===== config.mk =====
export PLATFORM = sky130hd
export DESIGN_NAME = script_tag_region_detector
export DESIGN_NICKNAME = d
export VERILOG_FILES = /design/src/rtl/stdr_pkg.sv /design/src/rtl/script_tag_region_detector.sv
export SDC_FILE = /design/constraint.sdc
export NUM_CORES = 1
export LEC_CHECK = 0
export CORE_MARGIN = 3
export CORE_UTILIZATION = 45
export CTS_CLUSTER_SIZE = 25
export DETAILED_ROUTE_END_ITERATION = 10
export DONT_BUFFER_PORTS = 1
export HOLD_SLACK_MARGIN = 0.03
export MAX_ROUTING_LAYER = met4
export PLACE_DENSITY = 0.67
export SYNTH_ARGS = -nofsm -noshare
export SYNTH_HDL_FRONTEND = slang
export SYNTH_SLANG_ARGS = --single-unit

===== constraint.sdc =====
create_clock -name clk -period 2.5 [get_ports clk]
set_clock_uncertainty 0.2 [all_clocks]
set_input_delay 0.75 -clock clk [delete_from_list [all_inputs] [get_ports clk]]
set_output_delay 0.75 -clock clk [all_outputs]
set_load 0.02 [all_outputs]

===== src/rtl/stdr_pkg.sv =====
// Shared types, character codes and helpers for the script tag region detector.
package stdr_pkg;

    typedef enum logic [4:0] {
        ST_OUT_LT    = 5'd0,
        ST_OUT_S     = 5'd1,
        ST_OUT_C     = 5'd2,
        ST_OUT_R     = 5'd3,
        ST_OUT_I     = 5'd4,
        ST_OUT_P     = 5'd5,
        ST_OUT_T     = 5'd6,
        ST_OUT_WS_GT = 5'd7,
        ST_OUT_GT    = 5'd8,
        ST_IN_LT     = 5'd9,
        ST_IN_SLASH  = 5'd10,
        ST_IN_S      = 5'd11,
        ST_IN_C      = 5'd12,
        ST_IN_R      = 5'd13,
        ST_IN_I      = 5'd14,
        ST_IN_P      = 5'd15,
        ST_IN_T      = 5'd16,
        ST_IN_GT     = 5'd17
    } match_state_t;

    localparam logic [7:0] CH_LT    = 8'h3C;
    localparam logic [7:0] CH_GT    = 8'h3E;
    localparam logic [7:0] CH_SLASH = 8'h2F;
    localparam logic [7:0] CH_SPACE = 8'h20;
    localparam logic [7:0] CH_S     = 8'h73;
    localparam logic [7:0] CH_C     = 8'h63;
    localparam logic [7:0] CH_R     = 8'h72;
    localparam logic [7:0] CH_I     = 8'h69;
    localparam logic [7:0] CH_P     = 8'h70;
    localparam logic [7:0] CH_T     = 8'h74;
    localparam logic [7:0] CH_UP_A  = 8'h41;
    localparam logic [7:0] CH_UP_Z  = 8'h5A;
    localparam logic [7:0] CASE_GAP = 8'h20;

    function automatic logic [7:0] lower_ascii(input logic [7:0] c);
        if (c >= CH_UP_A && c <= CH_UP_Z)
        begin
            return c + CASE_GAP;
        end
        return c;
    endfunction

    function automatic logic is_inside(input match_state_t st);
        return (st >= ST_IN_LT) && (st <= ST_IN_GT);
    endfunction

endpackage


===== src/rtl/script_tag_region_detector.sv =====
// Top level: byte-stream script tag region detector with input and result registers.
//
// One body byte is accepted per cycle unless out_ready stalls the output; its tagged copy
// passes the input register, then the result register. At full throughput one word is taken and
// one delivered every cycle. The figure is set by the single match-state register,
// whose next value is computed from the registered byte in one pass. Bytes are
// tagged passthrough or script region; the region starts after the '>' of an
// opening script tag and ends with the '>' of the closing tag. filter_enable may be
// written only while the block is idle; with it clear every byte passes through.
module script_tag_region_detector
    import stdr_pkg::*;
(
    input  logic       clk,
    input  logic       rst_n,
    input  logic       filter_enable_we,
    input  logic       filter_enable,
    input  logic       in_valid,
    output logic       in_ready,
    input  logic [7:0] body_byte,
    input  logic       body_start,
    input  logic       chunk_last,
    output logic       out_valid,
    input  logic       out_ready,
    output logic [7:0] out_byte,
    output logic       in_script,
    output logic       open_tag_done,
    output logic       script_done,
    output logic       flush_passthrough
);

    logic         enable_reg;
    match_state_t state_reg;
    match_state_t state_next;
    match_state_t cur_state;

    logic       s1_valid_reg;
    logic [7:0] s1_byte_reg;
    logic       s1_start_reg;
    logic       s1_last_reg;
    logic       s1_advance;

    logic       out_valid_reg;
    logic [7:0] out_byte_reg;
    logic       in_script_reg;
    logic       open_done_reg;
    logic       script_done_reg;
    logic       flush_reg;

    logic [7:0] c;
    logic [7:0] lc;
    logic       in_script_next;
    logic       open_done_next;
    logic       script_done_next;
    logic       flush_next;
    match_state_t match_next;

    assign s1_advance = s1_valid_reg && (!out_valid_reg || out_ready);
    assign in_ready   = !s1_valid_reg || s1_advance;

    assign c         = s1_byte_reg;
    assign lc        = lower_ascii(s1_byte_reg);
    assign cur_state = s1_start_reg ? ST_OUT_LT : state_reg;

    always_comb
    begin
        match_next = ST_OUT_LT;
        case (cur_state)
            ST_OUT_LT:    match_next = (c == CH_LT) ? ST_OUT_S : ST_OUT_LT;
            ST_OUT_S:     match_next = (lc == CH_S) ? ST_OUT_C : ST_OUT_LT;
            ST_OUT_C:     match_next = (lc == CH_C) ? ST_OUT_R : ST_OUT_LT;
            ST_OUT_R:     match_next = (lc == CH_R) ? ST_OUT_I : ST_OUT_LT;
            ST_OUT_I:     match_next = (lc == CH_I) ? ST_OUT_P : ST_OUT_LT;
            ST_OUT_P:     match_next = (lc == CH_P) ? ST_OUT_T : ST_OUT_LT;
            ST_OUT_T:     match_next = (lc == CH_T) ? ST_OUT_WS_GT : ST_OUT_LT;
            ST_OUT_WS_GT:
            begin
                if (c == CH_GT)
                    match_next = ST_IN_LT;
                else if (c == CH_SPACE)
                    match_next = ST_OUT_GT;
                else
                    match_next = ST_OUT_LT;
            end
            ST_OUT_GT:    match_next = (c == CH_GT) ? ST_IN_LT : ST_OUT_GT;
            ST_IN_LT:     match_next = (c == CH_LT) ? ST_IN_SLASH : ST_IN_LT;
            ST_IN_SLASH:  match_next = (c == CH_SLASH) ? ST_IN_S : ST_IN_LT;
            ST_IN_S:      match_next = (lc == CH_S) ? ST_IN_C : ST_IN_LT;
            ST_IN_C:      match_next = (lc == CH_C) ? ST_IN_R : ST_IN_LT;
            ST_IN_R:      match_next = (lc == CH_R) ? ST_IN_I : ST_IN_LT;
            ST_IN_I:      match_next = (lc == CH_I) ? ST_IN_P : ST_IN_LT;
            ST_IN_P:      match_next = (lc == CH_P) ? ST_IN_T : ST_IN_LT;
            ST_IN_T:      match_next = (lc == CH_T) ? ST_IN_GT : ST_IN_LT;
            ST_IN_GT:     match_next = (c == CH_GT) ? ST_OUT_LT : ST_IN_LT;
            default:      match_next = ST_OUT_LT;
        endcase
    end

    always_comb
    begin
        state_next = state_reg;
        if (s1_advance)
        begin
            state_next = enable_reg ? match_next : cur_state;
        end
    end

    always_comb
    begin
        in_script_next   = enable_reg && is_inside(cur_state);
        open_done_next   = enable_reg && (c == CH_GT)
                           && (cur_state == ST_OUT_WS_GT || cur_state == ST_OUT_GT);
        script_done_next = enable_reg && (c == CH_GT) && (cur_state == ST_IN_GT);
        flush_next       = s1_last_reg && (!enable_reg || !is_inside(match_next));
    end

    always_ff @(posedge clk or negedge rst_n)
    begin
        if (!rst_n)
        begin
            enable_reg    <= 1'b0;
            state_reg     <= ST_OUT_LT;
            s1_valid_reg  <= 1'b0;
            out_valid_reg <= 1'b0;
        end
        else
        begin
            if (filter_enable_we)
                enable_reg <= filter_enable;
            state_reg <= state_next;
            if (in_ready)
                s1_valid_reg <= in_valid;
            if (!out_valid_reg || out_ready)
                out_valid_reg <= s1_valid_reg;
        end
    end

    always_ff @(posedge clk)
    begin
        if (in_valid && in_ready)
        begin
            s1_byte_reg  <= body_byte;
            s1_start_reg <= body_start;
            s1_last_reg  <= chunk_last;
        end
        if (s1_advance)
        begin
            out_byte_reg    <= c;
            in_script_reg   <= in_script_next;
            open_done_reg   <= open_done_next;
            script_done_reg <= script_done_next;
            flush_reg       <= flush_next;
        end
    end

    assign out_valid         = out_valid_reg;
    assign out_byte          = out_byte_reg;
    assign in_script         = in_script_reg;
    assign open_tag_done     = open_done_reg;
    assign script_done       = script_done_reg;
    assign flush_passthrough = flush_reg;

endmodule


==> flow_summary.toml, run 1 <==
[detailed_routing]
routed_wl_mm = 4.69
avgRoutedWirePerCell_um = 18.3
antenna_left = 0
drc_errors = 0
first_iter_violations = 198
route.met3.wl_um = 298
highest_layer = "met4"
wl_met2_mm = 2.21
drt-pass1-iter-count = 4
vias_per_cell = 6.18
met1Wirelength_mm = 2.10
vias = 1581

[clock_network]
htreeDepth = 2
cts_root_buf = "clkbuf_8"
cts_tree = "built"
cts.path.max_buffers = 2
cts_made_buffers = 5
clk_pin_slew_ns = 0.06
clkLatencyLatePin_ns = 0.28
cts_sinks = 30

[placement]
dp_hpwl_mm = 3.56
gp_congestion = 0.984
io_buffers = 0

[floorplanning]
chipWidth_um = 69.8
dieArea_um2 = 4870
die_y_um = 69.8
initial_core_util = 0.483
rows = 22
io_pins = 30
coreArea_um2 = 3800

[worst_setup_path]
cp_cell_sequence = "nor3b_1 -> buf_4 -> and4_2 -> mux2_2 -> a211o_1 -> nor3_2 -> a21oi_1 -> a21o_1"
crit_fanout = 3
cp_slowest_stage_delay_ns = 0.42
path_class = "flip-flop to flip-flop"
critical_path_depth = 8
cp_slowest_cell = "edfxtp_1"
critPathTopFamily = "simple AND/OR/NAND/NOR gates"
worstPathRequired_ns = 2.47
worst_setup_path_start_kind = "flip-flop"
ff2ff_path_depth = 8
endpoint_kind = "flip-flop"
critPathBufInv = 1
critPathArrivalTime_ns = 2.39

[yosys]
yosys_warnings = 0
synth-seq-area-share = 0.470
synthCells = 176
synth_edf_count = 22
syn-num-nets = 193
synthMuxAreaShare = 0.00614
synth_compound_area_frac = 0.149
ys.flop_type = "edfxtp_1"
async_flop_share = 0.267
synth_simple_gate_area_frac = 0.295
ys_ff_latch = 30
netlist_area_um2 = 1830
synth_cell_type_count = 56
synthAdderAreaFrac = 0.00683
synth_top_family_by_area = "simple AND/OR/NAND/NOR gates"
syn_avg_cell_area_um2 = 10.4
synth_xor_area_frac = 0.00478

[power]
power.leakage_nw = 0.794
powerDensity_nw_per_um2 = 496
seq_power_share = 0.561
p_clk_frac = 0.328
vdd_ir_drop_max_mv = 0.405
swShare = 0.254
p_switching_w = 0.000277
internal-power_w = 0.000815
p_comb_frac = 0.110

[sta]
rsz0062_at_grt = "no"
whs_ns = 0.300
setup_viol = 0
slew_violations = 0
fmax_ghz = 0.413
worstMarginPinSlew_ns = 0.526
fin_crit_sh = 0.969
hold_viol = 0
slew_headroom = 0.649
layout_min_cycle_time_ns = 2.42
tns_ns = 0

[global_routing]
grt_start_max_net_pins = 19
antenna_found_initial = 0
track_usage = 0.211
grt_pass1_vias = 1581
grt-ovfl-total = 0
grt_pass1_wl_mm = 7.91

[worst_hold_path]
whs_path_depth = 1
hold_class = "flip-flop to flip-flop"

[layout]
drive_above_1_share = 0.303
syn2layout_area_growth_pct = 20.2
final_common_cell = "buf_4"
layout_common_cells = "35 x buf_4, 22 x edfxtp_1, 16 x nand2_1"
nets = 225
antennaDiodeCount = 0

[flow_run]
maxCapViolCount = 0

[run_status]
status = "complete, no violations"
[power groups by stage]
stage	clock network, W	logic, W	registers (W)
3_5_place_dp	0	0.000111	0.000623
6_report	0.000358	0.000121	0.000613
4_1_cts	0.000370	0.000115	0.000613
2_1_floorplan	0	0.0000654	0.000615
5_1_grt	0.000403	0.000132	0.000616
3_3_place_gp	0	0.000109	0.000623
[Yosys cell counts, drive strengths merged, types with 2 or more instances]
cell type / instances / share of area
o21bai: 2 / 0.0082
nand3b: 2 / 0.0082
inv: 5 / 0.010
nor4: 4 / 0.022
buf: 8 / 0.051
and2b: 2 / 0.0089
a21oi: 3 / 0.010
a41oi: 2 / 0.0096
clkbuf: 3 / 0.0068
nand2: 16 / 0.033
dfrtp: 8 / 0.11
nand4: 6 / 0.020
and2: 4 / 0.014
nor2b: 3 / 0.010
or4b: 3 / 0.018
o21ai: 12 / 0.033
o211ai: 2 / 0.0082
a31oi: 3 / 0.010
and3b: 2 / 0.010
edfxtp: 22 / 0.36
nor3: 14 / 0.044
and4: 2 / 0.010
or3b: 2 / 0.0096
o31ai: 2 / 0.0082
nor2: 11 / 0.023
nand3: 3 / 0.0082
a32oi: 2 / 0.0096
nand2b: 7 / 0.024
nor3b: 2 / 0.0082
o32ai: 3 / 0.014
[worst paths after layout]
check / slack [ns] / startpoint / endpoint
max: 0.08 / c[6] / state_reg[0]
min: 0.30 / s1_valid_reg / out_valid
max reg2reg: 0.08 / c[6] / state_reg[0]
min reg2reg: 0.30 / s1_valid_reg / out_valid
max in group asynchronous: 1.22 / rst_n / state_reg[3]
min in group asynchronous: 0.62 / rst_n / state_reg[0]
[worst reg2reg max path, delay by kind of cell (launching register included)]
family	cells	cell delay (ns)
AO/OA/AOI/OAI	3	0.51
buffers and inverters	1	0.16
flip-flops	1	0.42
multiplexers	1	0.33
AND/OR/NAND/NOR	3	0.71
[logic make-up (layout without fill, tap and decap cells)]
logic type | count (synthesis) | after routing
flops | 30 | 30
xor+xnor | 1 | 1
simple gates | 88 | 88
compound gates | 39 | 39
fa+ha+maj | 1 | 1
buf+inv | 16 | 48
mux | 1 | 1
[per-stage QoR]
| step | instance area, um2 | power, W | instances | worst slack, ns | util |
|---|---|---|---|---|---|
| final | 2200 | 0.00109 | 256 | 0.0781 | 0.580 |
| after global routing | 2200 | 0.00115 | 256 | 0.0000786 | 0.580 |
| after CTS | 2120 | 0.00110 | 254 | 0.0148 | 0.558 |
| after detailed placement | 2030 | 0.000734 | 246 | 0.0432 | 0.536 |
| after global placement | 2030 | 0.000732 | 246 | -0.0117 | 0.536 |
| after floorplan | 1830 | 0.000681 | 176 | 0.129 | - |
[cell type report]
type | count | area (um2)
clock buffer | 7 | 76.3
timing repair buffer | 36 | 273
inverter | 5 | 18.8
tap | 48 | 60.1
sequential | 30 | 861
multi-input combinational | 130 | 915
fill | 323 | 1600
[metal layers]
metal,up-vias,GRT usage
met4,0,0.0596
met3,7,0.0493
met1,763,0.282
li1,740,-
met5,-,-
met2,71,0.321
[repair_timing]
item / in CTS / in global routing
hold buffers: 1 / 0
endpoints found under the hold margin: 8 / 0
endpoints found under the setup margin: 0 / 1
setup buffers: 0 / 2
gates resized for setup: 0 / 12
(Power assumes the default switching activity.)
==> inputs of run 2 (changes only) <==
--- a/config.mk
+++ b/config.mk
@@ -13,6 +13,7 @@
 export HOLD_SLACK_MARGIN = 0.03
 export MAX_ROUTING_LAYER = met4
 export PLACE_DENSITY = 0.67
+export SLEW_MARGIN = 20
 export SYNTH_ARGS = -nofsm -noshare
 export SYNTH_HDL_FRONTEND = slang
 export SYNTH_SLANG_ARGS = --single-unit
==> constraint.sdc (replaced) <==
create_clock -name clk -period 2.5 [get_ports clk]
set_clock_uncertainty 0.2 [all_clocks]
set_input_delay 0.375 -clock clk [delete_from_list [all_inputs] [get_ports clk]]
set_output_delay 0.375 -clock clk [all_outputs]
set_load 0.02 [all_outputs]
==> run 2 against run 1 <==
Hold slack got worse by 0.22 ns. Combinational power up 18%. Register-to-register slack about the same. Maximum frequency down 0.52%. Flip-flop and latch count is the same. Core utilization up 3.1 points. Sequential share of layout area down 1.9 points. Critical endpoint is now flush_passthrough. Largest cell class unchanged. Routed wire length grew 6.2%. Via count up 6.8%. Total power increased by 3.5%. First-iteration DRC count up 13%.
==> flow_summary.toml, run 2 (synthesis results as in run 1) <==
[worst_setup_path]
endpoint_kind = "flip-flop"
startpoint = "s1_start_reg"
worstPathRequired_ns = 2.34
r2r-start = "s1_start_reg"
path_class = "flip-flop to flip-flop"
crit_path_end = "flush_passthrough"
rr_endpoint = "flush_passthrough"
crit_fanout = 5
rrSetupSlack_ns = 0.07
ff2ff_path_depth = 7
critPathArrivalTime_ns = 2.27
worst_setup_path_start_kind = "flip-flop"

[global_routing]
busiest_layer = "met2"
grt-ovfl-total = 0
grtUsageMet3 = 0.0507
grt_pass1_wl_mm = 8.30
track_usage = 0.225
grt_start_max_net_pins = 19
grt_use_met1 = 0.287
antenna_found_initial = 0
grt_pass1_vias = 1672
grt_use_met2 = 0.349

[clock_network]
cts.path.max_buffers = 2
cts_tree = "built"
cts_sinks = 30
cts_root_buf = "clkbuf_8"
htreeDepth = 2
clkLatencyLatePin_ns = 0.28
cts_made_buffers = 5
clk_pin_slew_ns = 0.06

[sta]
worstMarginPinSlew_ns = 0.545
fin_crit_sh = 0.974
whs_ns = 0.0761
setup_viol = 0
layout_min_cycle_time_ns = 2.43
fmax_ghz = 0.411
tns_ns = 0
slew_headroom = 0.633
hold_viol = 0
slew_violations = 0

[layout]
finalInstanceArea_um2 = 2320
post_layout_nonfiller_instances = 269
drive_above_1_share = 0.290
antennaDiodeCount = 0
final_common_cell = "buf_4"
nets = 237
layout_common_cells = "34 x buf_4, 22 x edfxtp_1, 16 x nand2_1"
syn2layout_area_growth_pct = 26.6

[floorplanning]
io_pins = 30
chipWidth_um = 69.8
initial_core_util = 0.483
rows = 22
die_y_um = 69.8
coreArea_um2 = 3800
dieArea_um2 = 4870

[power]
p_switching_w = 0.000297
p_clk_frac = 0.331
power.leakage_nw = 0.851
swShare = 0.263
p_comb_frac = 0.126
seq_power_share = 0.542
powerDensity_nw_per_um2 = 487
internal-power_w = 0.000833
vdd_ir_drop_max_mv = 0.369
finalPower_w = 0.00113

[detailed_routing]
drt-pass1-iter-count = 4
vias = 1689
vias_per_cell = 6.28
routed_wl_mm = 4.97
avgRoutedWirePerCell_um = 18.5
drc_errors = 0
first_iter_violations = 224
antenna_left = 0

[placement]
dpl-instance-area_um2 = 2020
dp_cells = 244
dp_hpwl_mm = 3.70
io_buffers = 0
gp_congestion = 0.963

[run_status]
status = "complete, no violations"

[worst_hold_path]
hold_class = "primary input to flip-flop"

[flow_run]
maxCapViolCount = 0
[run 2: cell count changes in the layout (fill, tap and decap cells not counted), sizes merged]
cell	change
buf	-1
dlygate4sd3	+13
clkinv	+2
clkbuf	-1
[run 2: cell type report]
type | instances | area [um2]
clock buffers | 6 | 72.6
clock inverters | 2 | 8.76
fillers | 334 | 1480
inverters | 5 | 18.8
multi-input cells | 130 | 903
flip-flops and latches | 30 | 862
well taps | 48 | 60.1
repair buffers | 48 | 395
[run 2: worst min-delay path by stage]
stage,startpoint,end,slack [ns],cells past startpoint
final,out_ready,out_valid,0.08,2
after global routing,out_ready,out_valid,0.10,2
after CTS,out_ready,out_valid,0.09,2
after detailed placement,rst_n,enable_reg,-0.12,0
after global placement,rst_n,state_reg[1],-0.12,0
after floorplan,rst_n,enable_reg,-0.12,0
[run 2: metal layers]
layer  up-vias  share of wire
met5         -              0
met4         0          0.026
met3        17          0.060
met2        86           0.48
met1       824           0.44
li1        762              -
[run 2: through the flow]
stage	setup slack, ns	utilization
3_5_place_dp	-0.0319	0.532
3_3_place_gp	-0.0267	0.532
6_report	0.0655	0.611
5_1_grt	-0.0406	0.611
4_1_cts	0.0251	0.593
2_1_floorplan	0.129	-
[run 2: critical path, stage by stage, from the launching register on]
cell and delay, ns:
edfxtp_1 0.47, or4b_4 0.59, nor4_2 0.32, o221ai_2 0.19, o21ai_2 0.19, nor4_1 0.08
nand4_1 0.11, nand2_1 0.06
[run 2: power by group through the flow]
| stage | Combinational [W] | Clock (W) | Sequential, W |
|---|---|---|---|
| after floorplan | 0.0000654 | 0 | 0.000615 |
| after global routing | 0.000157 | 0.000411 | 0.000616 |
| final | 0.000143 | 0.000374 | 0.000613 |
| after global placement | 0.000112 | 0 | 0.000622 |
| after detailed placement | 0.000114 | 0 | 0.000624 |
| after CTS | 0.000137 | 0.000382 | 0.000613 |
[run 2: what timing repair did]
| item | in CTS | in global routing |
|---|---|---|
| pin swaps | 0 | 2 |
| hold buffers | 14 | 0 |
| buffers inserted | 1 | 2 |
| endpoints found under the setup margin | 1 | 3 |
| gates resized for setup | 1 | 12 |
| endpoints found under the hold margin | 20 | 0 |
==> inputs of run 3 (changes only) <==
--- a/config.mk
+++ b/config.mk
@@ -12,7 +12,7 @@
 export DONT_BUFFER_PORTS = 1
 export HOLD_SLACK_MARGIN = 0.03
 export MAX_ROUTING_LAYER = met4
-export PLACE_DENSITY = 0.67
+export PLACE_DENSITY = 0.65
 export SLEW_MARGIN = 20
 export SYNTH_ARGS = -nofsm -noshare
 export SYNTH_HDL_FRONTEND = slang
==> constraint.sdc (replaced) <==
create_clock -name clk -period 2.4 [get_ports clk]
set_clock_uncertainty 0.2 [all_clocks]
set_input_delay 0.36 -clock clk [delete_from_list [all_inputs] [get_ports clk]]
set_output_delay 0.36 -clock clk [all_outputs]
set_load 0.02 [all_outputs]
==> run 3 against run 2 <==
The flow now finishes with violations (negative setup slack). Global-route usage is 0.35 points higher. Total power up 15%. Flip-flop and latch count unchanged. Sequential share of layout area fell by 1.0 points. Combinational power up 8%. Maximum frequency decreased by 0.24%. Critical endpoint unchanged. Routed wire length is 3.2% higher. Non-clock buffer count rose by 5.
==> flow_summary.toml, run 3 (synthesis results as in run 1) <==
[placement]
pre_cts_ws_ns = -0.0548
io_buffers = 0
gp_congestion = 0.915
dp_hpwl_mm = 3.65
dp_cells = 248

[worst_setup_path]
worst_setup_path_start_kind = "flip-flop"
worstPathRequired_ns = 2.24
crit_fanout = 4
endpoint_kind = "flip-flop"
critPathArrivalTime_ns = 2.28
path_class = "flip-flop to flip-flop"
rrSetupSlack_ns = -0.04

[global_routing]
grt_start_max_net_pins = 19
track_usage = 0.228
grt_pass1_vias = 1731
grt-ovfl-total = 0
antenna_found_initial = 0
grt_pass1_wl_mm = 8.58

[clock_network]
cts_root_buf = "clkbuf_8"
clkLatencyLatePin_ns = 0.29
clk_pin_slew_ns = 0.06
cts.path.max_buffers = 2
cts_sinks = 30
cts_tree = "built"
cts_made_buffers = 5
htreeDepth = 2

[floorplanning]
coreArea_um2 = 3800
rows = 22
io_pins = 30
chipWidth_um = 69.8
initial_core_util = 0.483
die_y_um = 69.8
dieArea_um2 = 4870

[layout]
layout_common_cells = "39 x buf_4, 22 x edfxtp_1, 16 x nand2_1"
syn2layout_area_growth_pct = 30.1
nets = 242
post_layout_nonfiller_instances = 274
final_common_cell = "buf_4"
drive_above_1_share = 0.305
antennaDiodeCount = 0
fillers = 323

[sta]
slew_violations = 0
fin_ws_ns = -0.0405
rsz0062_at_grt = "yes"
hold_viol = 0
fin_crit_sh = 1.02
slew_headroom = 0.625
layout_min_cycle_time_ns = 2.44
fmax_ghz = 0.410
setup_viol = 2
worstMarginPinSlew_ns = 0.562

[detailed_routing]
drt-pass1-iter-count = 4
vias_per_cell = 6.11
avgRoutedWirePerCell_um = 18.7
routed_wl_mm = 5.13
vias = 1675
drc_errors = 0
antenna_left = 0
first_iter_violations = 211

[power]
power.leakage_nw = 0.901
powerDensity_nw_per_um2 = 544
vdd_ir_drop_max_mv = 0.519
finalPower_w = 0.00130

[run_status]
status = "complete, but fails checks"
violations = "negative setup slack"

[flow_run]
maxCapViolCount = 0

[worst_hold_path]
hold_class = "primary input to flip-flop"
run 3: area by class of cell:
cell class	count	area, um2	share of cell area
Multi-Input combinational cell	130	903	0.379
Sequential cell	30	861	0.361
Timing Repair Buffer	53	433	0.182
Clock buffer	5	68.8	0.0289
Tap cell	48	60.1	0.0252
Clock inverter	3	40.0	0.0168
Inverter	5	18.8	0.00787
run 3: power by group:
| group | total [W] | switching, W | internal (W) |
|---|---|---|---|
| logic | 0.000154 | 0.0000790 | 0.0000746 |
| clock network | 0.000507 | 0.000202 | 0.000305 |
| registers | 0.000637 | 0.0000421 | 0.000595 |
| total | 0.00130 | 0.000323 | 0.000975 |
run 3: worst paths after layout:
check                               endpoint          from  depth (start not counted)
setup / recovery           flush_passthrough  s1_start_reg                          7
hold / removal                     out_valid     out_ready                          2
setup reg to reg           flush_passthrough  s1_start_reg                          7
hold reg to reg                    out_valid  s1_valid_reg                          1
max in group asynchronous       state_reg[3]         rst_n                          1
min in group asynchronous       state_reg[1]         rst_n                          1
run 3: per-layer routing:
layer  track usage  part of all wire  up-vias
met4        0.0915             0.026        0
met1         0.286              0.42      812
li1              -                 -      775
met5             -                 0        -
met3        0.0493             0.060       14
met2         0.360              0.49       74
run 3: what timing repair did:
action	4_1_cts	5_1_grt
pin swaps	2	3
setup endpoints to repair	1	4
setup buffers	2	2
gates resized for setup	3	7
hold buffers	14	0
hold endpoints to repair	20	0
run 3: per-stage QoR:
| stage | utilization | TNS [ns] | instance area, um2 | hold slack [ns] |
|---|---|---|---|---|
| global placement | 0.540 | -0.111 | 2050 | -0.135 |
| detailed placement | 0.540 | -0.0548 | 2050 | -0.135 |
| CTS | 0.614 | 0 | 2330 | 0.0604 |
| global route | 0.628 | -0.289 | 2380 | 0.0694 |
| finish | 0.628 | -0.0597 | 2380 | 0.0673 |
| floorplan | - | 0 | 1830 | -0.136 |
run 3: critical path, cell delays in order, from the launching register on:
cell and delay, ns:
edfxtp_1 0.45, or4b_1 0.59, nor4_2 0.25, o221ai_1 0.19
o21ai_1 0.25, nor4_1 0.09, nand4_1 0.11, nand2_1 0.06
